### config.mk
export PLATFORM = sky130hd
export DESIGN_NAME = dns_question_name_parser_top
export DESIGN_NICKNAME = d
export VERILOG_FILES = /design/src/design/dnsqp_pkg.sv /design/src/design/dns_question_name_parser_top.sv
export SDC_FILE = /design/constraint.sdc
export NUM_CORES = 1
export LEC_CHECK = 0
export BUFFER_PORTS_ARGS = -buffer_cell sky130_fd_sc_hd__buf_4
export CORE_MARGIN = 2
export CORE_UTILIZATION = 41
export CTS_CLUSTER_DIAMETER = 50
export DETAILED_ROUTE_END_ITERATION = 6
export PLACE_DENSITY = 0.66
export SLEW_MARGIN = 30
export SYNTH_ARGS = -nofsm -noshare
export SYNTH_HDL_FRONTEND = slang
export SYNTH_SLANG_ARGS = --single-unit
### constraint.sdc
create_clock -name clk -period 10.6 [get_ports clk]
set_input_delay 2.12 -clock clk [delete_from_list [all_inputs] [get_ports clk]]
set_output_delay 2.12 -clock clk [all_outputs]
set_load 0.05 [all_outputs]
### src/design/dnsqp_pkg.sv
// ----------------------------------------------------------------------------
// dnsqp_pkg
// Shared types and constants for the DNS question name parser.
// ----------------------------------------------------------------------------
`default_nettype none

package dnsqp_pkg;

    localparam int MAX_PAYLOAD_DEF = 65535;

    // Header byte positions of interest
    localparam int POS_FLAGS_HI = 2;
    localparam int POS_QDCNT_HI = 4;
    localparam int POS_QDCNT_LO = 5;
    localparam int POS_HDR_LAST = 11;

    localparam logic [7:0] CHAR_DOT   = 8'h2E;
    localparam logic [7:0] FLAG_QR    = 8'h80;
    localparam logic [7:0] LEN_EXT    = 8'hC0;
    localparam logic [15:0] CLASS_IN  = 16'd1;

    typedef enum logic [3:0] {
        ST_OK          = 4'd0,
        ST_SHORT_HDR   = 4'd1,
        ST_RESPONSE    = 4'd2,
        ST_NO_QUESTION = 4'd3,
        ST_COMPRESSED  = 4'd4,
        ST_LABEL_OVR   = 4'd5,
        ST_TAIL_TRUNC  = 4'd6,
        ST_EMPTY_NAME  = 4'd7,
        ST_BAD_QTYPE   = 4'd8
    } status_t;

endpackage

`default_nettype wire

### src/design/dns_question_name_parser_top.sv
// A result appears on m_tvalid in the cycle after the byte that causes it.
// Throughput: one payload byte per cycle; the output register lets a new byte
// in whenever it is empty or being drained in the same cycle.
// Reset (rst_n low, async) clears the parser state and the output valid; the
// parser state also returns to its reset values after every last byte.
// ----------------------------------------------------------------------------
// dns_question_name_parser_top
// Walks the DNS header and first question name, streams the name characters
// with dots between labels, and reports a status on the last payload byte.
// ----------------------------------------------------------------------------
`default_nettype none

module dns_question_name_parser_top #(
    parameter int MAX_PAYLOAD = dnsqp_pkg::MAX_PAYLOAD_DEF
) (
    input  wire logic        clk,
    input  wire logic        rst_n,
    input  wire logic        s_tvalid,
    output logic             s_tready,
    input  wire logic [7:0]  s_tdata,   // [7:0] data_byte
    input  wire logic        s_tlast,   // last_byte
    output logic             m_tvalid,
    input  wire logic        m_tready,
    output logic [31:0]      m_tdata,   // [7:0] name_char, [11:8] status,
                                        // [27:12] qtype, [31:28] zero
    output logic             m_tuser,   // char_valid
    output logic             m_tlast    // done_res
);
    import dnsqp_pkg::*;

    localparam int CountW = $clog2(MAX_PAYLOAD + 1);
    localparam logic [CountW-1:0] CountMax = CountW'(MAX_PAYLOAD);

    typedef enum logic [2:0] {
        PH_HEADER,
        PH_LEN,
        PH_LABEL,
        PH_TAIL,
        PH_DONE,
        PH_FAIL
    } phase_t;

    phase_t            phase_reg, phase_next;
    logic [CountW-1:0] byte_count_reg, byte_count_next;
    logic [5:0]        label_left_reg, label_left_next;
    logic              name_started_reg, name_started_next;
    status_t           failure_reg, failure_next;
    logic [7:0]        count_high_reg, count_high_next;
    logic [2:0]        tail_count_reg, tail_count_next;
    logic [15:0]       type_word_reg, type_word_next;
    logic [15:0]       class_word_reg, class_word_next;

    logic              out_valid_reg;
    logic              out_char_valid_reg;
    logic [7:0]        out_char_reg;
    logic              out_done_reg;
    status_t           out_status_reg;
    logic [15:0]       out_qtype_reg;

    logic              accept;
    logic              char_valid;
    logic [7:0]        char_byte;
    status_t           status;
    logic [15:0]       qtype;
    logic              res_valid;

    assign s_tready = !out_valid_reg || m_tready;
    assign accept   = s_tvalid && s_tready;

    always_comb
    begin
        phase_next        = phase_reg;
        byte_count_next   = byte_count_reg;
        label_left_next   = label_left_reg;
        name_started_next = name_started_reg;
        failure_next      = failure_reg;
        count_high_next   = count_high_reg;
        tail_count_next   = tail_count_reg;
        type_word_next    = type_word_reg;
        class_word_next   = class_word_reg;
        char_valid        = 1'b0;
        char_byte         = 8'd0;
        status            = ST_OK;
        qtype             = 16'd0;

        if (byte_count_reg != CountMax)
        begin
            byte_count_next = byte_count_reg + CountW'(1);
        end

        case (phase_reg)
            PH_HEADER:
            begin
                if (byte_count_reg == CountW'(POS_FLAGS_HI) && (s_tdata & FLAG_QR) != 8'd0)
                begin
                    failure_next = ST_RESPONSE;
                end
                if (byte_count_reg == CountW'(POS_QDCNT_HI))
                begin
                    count_high_next = s_tdata;
                end
                if (byte_count_reg == CountW'(POS_QDCNT_LO) && count_high_reg == 8'd0
                    && s_tdata == 8'd0 && failure_reg == ST_OK)
                begin
                    failure_next = ST_NO_QUESTION;
                end
                if (byte_count_reg == CountW'(POS_HDR_LAST))
                begin
                    phase_next = (failure_next != ST_OK) ? PH_FAIL : PH_LEN;
                end
            end
            PH_LEN:
            begin
                if (s_tdata == 8'd0)
                begin
                    phase_next      = PH_TAIL;
                    tail_count_next = 3'd0;
                end
                else if ((s_tdata & LEN_EXT) != 8'd0)
                begin
                    failure_next = ST_COMPRESSED;
                    phase_next   = PH_FAIL;
                end
                else
                begin
                    // dot goes out on the length byte of every label after the first
                    char_valid        = name_started_reg;
                    char_byte         = name_started_reg ? CHAR_DOT : 8'd0;
                    name_started_next = 1'b1;
                    label_left_next   = s_tdata[5:0];
                    phase_next        = PH_LABEL;
                end
            end
            PH_LABEL:
            begin
                char_valid      = 1'b1;
                char_byte       = s_tdata;
                label_left_next = label_left_reg - 6'd1;
                if (label_left_next == 6'd0)
                begin
                    phase_next = PH_LEN;
                end
            end
            PH_TAIL:
            begin
                if (tail_count_reg < 3'd2)
                begin
                    type_word_next = {type_word_reg[7:0], s_tdata};
                end
                else
                begin
                    class_word_next = {class_word_reg[7:0], s_tdata};
                end
                tail_count_next = tail_count_reg + 3'd1;
                if (tail_count_reg >= 3'd3)
                begin
                    phase_next = PH_DONE;
                end
            end
            default:
            begin
            end
        endcase

        if (s_tlast)
        begin
            case (phase_next)
                PH_HEADER: status = ST_SHORT_HDR;
                PH_FAIL:   status = failure_next;
                PH_LEN:    status = ST_TAIL_TRUNC;
                PH_LABEL:  status = ST_LABEL_OVR;
                PH_TAIL:   status = ST_TAIL_TRUNC;
                default:
                begin
                    if (!name_started_next)
                    begin
                        status = ST_EMPTY_NAME;
                    end
                    else if (class_word_next != CLASS_IN || type_word_next == 16'd0)
                    begin
                        status = ST_BAD_QTYPE;
                    end
                    else
                    begin
                        status = ST_OK;
                        qtype  = type_word_next;
                    end
                end
            endcase
            char_valid        = 1'b0;
            char_byte         = 8'd0;
            phase_next        = PH_HEADER;
            byte_count_next   = '0;
            label_left_next   = 6'd0;
            name_started_next = 1'b0;
            failure_next      = ST_OK;
            count_high_next   = 8'd0;
            tail_count_next   = 3'd0;
            type_word_next    = 16'd0;
            class_word_next   = 16'd0;
        end

        res_valid = s_tlast || char_valid;
    end

    always_ff @(posedge clk or negedge rst_n)
    begin
        if (!rst_n)
        begin
            phase_reg        <= PH_HEADER;
            byte_count_reg   <= '0;
            label_left_reg   <= 6'd0;
            name_started_reg <= 1'b0;
            failure_reg      <= ST_OK;
            count_high_reg   <= 8'd0;
            tail_count_reg   <= 3'd0;
            type_word_reg    <= 16'd0;
            class_word_reg   <= 16'd0;
            out_valid_reg    <= 1'b0;
        end
        else
        begin
            if (accept)
            begin
                phase_reg        <= phase_next;
                byte_count_reg   <= byte_count_next;
                label_left_reg   <= label_left_next;
                name_started_reg <= name_started_next;
                failure_reg      <= failure_next;
                count_high_reg   <= count_high_next;
                tail_count_reg   <= tail_count_next;
                type_word_reg    <= type_word_next;
                class_word_reg   <= class_word_next;
            end
            if (accept && res_valid)
            begin
                out_valid_reg <= 1'b1;
            end
            else if (m_tready)
            begin
                out_valid_reg <= 1'b0;
            end
        end
    end

    always_ff @(posedge clk)
    begin
        if (accept && res_valid)
        begin
            out_char_valid_reg <= char_valid;
            out_char_reg       <= char_byte;
            out_done_reg       <= s_tlast;
            out_status_reg     <= status;
            out_qtype_reg      <= qtype;
        end
    end

    assign m_tvalid = out_valid_reg;
    assign m_tdata  = {4'd0, out_qtype_reg, out_status_reg, out_char_reg};
    assign m_tuser  = out_char_valid_reg;
    assign m_tlast  = out_done_reg;

endmodule

`default_nettype wire

Word level (Yosys, flattened, before mapping):

Index checks and enable logic that the tools add are counted.

* register bits: 104
* bits of input ports: 13
* output and inout bits: 36
* logic and storage cells: 119

* add/sub/neg operators: 3
* order comparisons: 2
* eq/ne operators: 16
* multiplexer cells: 50
* bitwise operators: 2
* reduce and logical (&&, ||, !) cells: 31

Operator list (number)
* 16-bit 2-to-1 mux: 8
* 6-bit 2-to-1 mux: 6
* 16-bit by 3-bit equality test with 1-bit output (second input constant): 2
* 4-bit 2-to-1 mux: 8
* 3-bit 2-to-1 mux: 9
* 8-bit 2-to-1 mux: 3
* 16-bit by 1-bit adder with 16-bit output (second input constant): 1
* 16-bit by 2-bit equality test with 1-bit output (second input constant): 1
* 16-bit by 4-bit equality test with 1-bit output (second input constant): 1
* 16-bit logical NOT: 1
* 8-bit logical NOT: 2
* 16-bit by 1-bit != test with 1-bit output (second input constant): 1
* 16-bit != test (second input constant): 1
* 4-bit one-hot mux with 4 select lines: 1
* 8-bit one-hot mux with 2 select lines: 1
* 3-bit by 2-bit equality test with 1-bit output (second input constant): 4
* 3-bit one-hot mux with 4 select lines: 1
* 6-bit one-hot mux with 2 select lines: 1
* 1-bit 2-to-1 mux: 9
* 3-bit != test (second input constant): 3
* 4-bit one-hot mux with 2 select lines: 1
* 2-bit nonzero test: 4
* 8-bit nonzero test: 1
* 8-bit OR reduction: 1
* 21 further kinds: 33

Depth between registers and ports, before layout:

* word-level depth: 13
* mapped depth: 10

Worst setup path after synthesis:

No wires, ideal clock.

* path kind: input-to-reg
* start point: input s_tdata[7]
* end point: register out_done_reg, in the netlist m_tlast (enable)
* arrival time: 4.904 ns
* required time: 10.173 ns
* slack: 5.269 ns
* cell stages on the path: 6
* path through: buf_2 -> or2_2 -> clkbuf_1 -> a2111oi_4 -> nand2_1 -> a21oi_1

* word-level cells in the longest chain between the ends: 7
* elaborated cells on any way between the ends: 8
* classes of those cells: mux: 4; reduce/logical: 4

Ends and longest elaborated chain
* start, declared: line dns_question_name_parser_top.sv:20 `input wire logic [7:0] s_tdata,`
* 8-bit nonzero test: line dns_question_name_parser_top.sv:119 `else if ((s_tdata & LEN_EXT) != 8'd0)`
* 1-bit 2-to-1 mux: line dns_question_name_parser_top.sv:119
* 1-bit 2-to-1 mux (*): line dns_question_name_parser_top.sv:114 `if (s_tdata == 8'd0)`
* 1-bit one-hot mux with 2 select lines (*): line dns_question_name_parser_top.sv:91 `case (phase_reg)`
* 1-bit 2-to-1 mux (*): line dns_question_name_parser_top.sv:165 `if (s_tlast)`
* 1-bit logical OR (*): line dns_question_name_parser_top.sv:203 `res_valid = s_tlast || char_valid;`
* 1-bit logical AND (*): line dns_question_name_parser_top.sv:248 `if (accept && res_valid)`
* end signal, assigned: line dns_question_name_parser_top.sv:252 `out_done_reg <= s_tlast;`
* end, declared: line dns_question_name_parser_top.sv:56 `logic out_done_reg;`

Every way passes the cells marked *; elsewhere a longest branch is shown, timed or not.
A chain may end at the register's enable or synchronous reset.

Worst setup path in the final report:

* start point: input m_tready
* end point: output s_tready

* word-level cells in the longest chain between the ends: 1

Ends and longest elaborated chain
* start, declared: line dns_question_name_parser_top.sv:23 `input wire logic m_tready,`
* 1-bit logical OR: line dns_question_name_parser_top.sv:67 `assign s_tready = !out_valid_reg || m_tready;`
* end, declared: line dns_question_name_parser_top.sv:19 `output logic s_tready,`

No other way between the ends.

==> results.tsv <==
stage	metric	value	unit
outcome	outcome	complete, no violations	
timing	worstMarginPinSlew	0.951	ns
synthesis	synth_edf_count	30	
grt	grt_pass1_wl	22700	um
timing	worst_slack	5.86	ns
cts	clkSinkCount	104	
critical_path	path_class	input pin to primary output	
synthesis	synthCells	581	
cts	postCtsHoldBufs	0	
critical_path	worstSetupEndpointType	primary output	
finish	drive_gt1_share	14.9	%
synthesis	avgSynthCellArea	9.51	um^2
die	die_h	120	um
synthesis	seq_area_frac_synth	49.8	%
detailed_routing	vias	4643	
finish	syn2layout_area_growth	13.3	%
timing	final_hold_viol_count	0	
timing	maxSlewHeadroom	36.1	%
flow_run	maxCapViolCount	0	
critical_path	critPathMaxStageDelay	0.21	ns
critical_path	cp_cell_sequence	buf_4 > nand2b_1 > buf_4	
detailed_routing	drc	0	
timing	setup_viol_count_final	0	
power	power_density	171	nW/um^2
cts	cts_tree	yes	
critical_path	cp_common_cell	buf_4	
synthesis	ys_ff_latch	104	
power	peakVddDrop	0.0000906	V
critical_path	critPathLaunchType	input pin	
critical_path	slowest_stage	buf_4	
die	core-area	13200	um^2
min_path	worstHoldStart	count_high_reg[1]	
synthesis	synth_top_area_cell	dfrtp_1	
placed_design	io_buffers	44	
cts	cts_inserted_buffers	9	
power	power	1.07	mW
power	p_leak	2.46	nW
critical_path	arrival	2.62	ns
die	initial_core_util	41.9	%
cts	cts_resized	0	
timing	fin_crit	4.74	ns
detailed_routing	via_per_inst	5.91	
synthesis	synth_top_area_share	33.5	%
die	rows	42	
cts	cts.path.max_buffers	2	
detailed_routing	wire_per_inst	17.6	um
detailed_routing	dr.pass1.iters	7	
finish	fin_area	6260	um^2
timing	report.final.slew_viol_count	0	
synthesis	synth_cell_type_count	66	
critical_path	cp_max_fo	5	
grt	grt_overflow	0	
cts	post_cts_buffers	0	
critical_path	rr_endpoint	out_qtype_reg[4]	
detailed_routing	final_antenna_net_count	0	
timing	fmax	211	MHz
synthesis	synth_ff_type	dfrtp_1	
cts	cts_root_buf	clkbuf_16	
min_path	hp-class	register to register	
critical_path	reg2regPathDepth	6	
synthesis	ys_async_sr_fraction	71.2	%
finish	finalNetCount	626	
die	die_w	120	um
cts	clk_pin_slew	0.06	ns
placed_design	dpl.hpwl	9060	um
cts	h-tree-depth	3	
timing	fin_crit_sh	44.7	%
die	die-area	14400	um^2
timing	fin_tns_setup	0	ns
critical_path	r2r-start	phase_reg[1]	
die	ios	49	
detailed_routing	drtIter0Drc	483	
critical_path	r2r_setup_slack	7.48	ns
grt	grt_max_degree	67	
synthesis	syn-cell-area	5530	um^2
min_path	min_delay_worst_endpoint	count_high_reg[1]	
synthesis	yosys_warnings	0	
timing	rsz0062_at_grt	no	
timing	whs	0.504	ns
grt	grt_pass1_vias	4385	
min_path	holdPathStages	1	
finish	diodes	0	
grt	antenna_found_initial	0	
detailed_routing	wirelength	13800	um
critical_path	worst_ep_required_time	8.48	ns
placed_design	place_ws	5.86	ns
synthesis	synth_area_leaders	dfrtp_1, edfxtp_1, nand2_1	
timing	finClkSkew	0.00893	ns
placed_design	dpl-instance-area	5960	um^2
grt	grt_usage	20.1	%
placed_design	finalWeightedCongestion	0.943	
cts	worstSkewPairLatency	0.36	ns
-- synth_stat cells, types with 6 or more instances --
master    instances
a22oi_1          18
nor2_1           39
a21boi_0         16
edfxtp_1         30
xnor2_1           9
inv_1             9
clkbuf_1         29
a21oi_1          28
nand2_1         103
o31ai_1          10
nor3_1           14
a21oi_2          10
nand4_1           9
dfrtp_1          74
nand3_1          10
nor4_1           12
o21ai_0          56
ha_1              8
a22o_1           12
and2_1            6
-- cell usage in the layout (no fill, tap or decap), drive strengths merged, types with 3 or more instances in the layout --
cell	instances
o31ai	10
nand3	10
and2	6
o22ai	3
inv	10
or4	4
conb	4
xnor2	9
or3	3
nand4	9
and4	4
o21ai	57
nand2	103
nor4	13
a21boi	16
nor3	14
buf	49
a22o	13
ha	8
clkbuf	10
a211oi	3
dfrtp	74
nor4b	3
a21oi	39
clkinv	4
nand2b	3
mux2i	3
a31oi	3
and3	7
edfxtp	30
nor2	39
a22oi	18
-- worst max path at each step --
stage / slack (ns) / start / to / cells after the start
global route: 5.83 / m_tready / s_tready / 3
global placement: 5.88 / m_tready / s_tready / 3
finish: 5.86 / m_tready / s_tready / 3
CTS: 5.86 / m_tready / s_tready / 3
floorplan: 5.27 / s_tdata[7] / m_tlast / 6
detailed placement: 5.86 / m_tready / s_tready / 3
-- where the power goes --
part	internal (mW)	leakage (nW)	switching [mW]
Combinational	0.0797	1.04	0.128
Clock	0.185	0.147	0.151
Sequential	0.465	1.27	0.0606
Total	0.730	2.46	0.340
-- routing by layer --
layer / vias to the layer above / routed length, um / global-route usage, %
li1: 2172 / - / -
met3: 31 / 1010 / 5.66
met2: 176 / 6360 / 30.6
met4: 0 / 273 / 6.91
met5: - / 0 / 0
met1: 2264 / 6170 / 27.4
-- logic make-up (layout without fill, tap and decap cells) --
group	count (synthesis)	after routing	share of synthesized area (%)
other	1	4	0.0679
buffers and inverters	48	74	4.05
adders and majority gates	8	8	1.81
and+or+nand+nor	228	228	19.8
DFF	104	104	49.8
muxes	3	3	0.543
AOI/OAI and AO/OA	180	180	22.5
xor gates and xnor gates	9	9	1.43
-- worst max-delay path, delay by kind of cell --
| family | cells | cell delay, ns |
|---|---|---|
| buffers and inverters | 2 | 0.31 |
| AND/OR/NAND/NOR | 1 | 0.18 |
-- layout make-up --
| cell class | count | area, um^2 |
|---|---|---|
| sequential | 104 | 2750 |
| inverter | 9 | 33.8 |
| multi-input combinational | 432 | 2570 |
| timing repair buffer | 49 | 388 |
| fill | 1241 | 6930 |
| clock inverter | 6 | 70.1 |
| clock buffer | 10 | 229 |
| tap | 176 | 220 |
-- metrics by stage --
stage,util [%],cells
CTS,47.4,786
detailed placement,45.2,770
finish,47.5,786
global placement,45.0,769
floorplan,-,584
global route,47.5,786
Power figures use the tool's default switching activity.
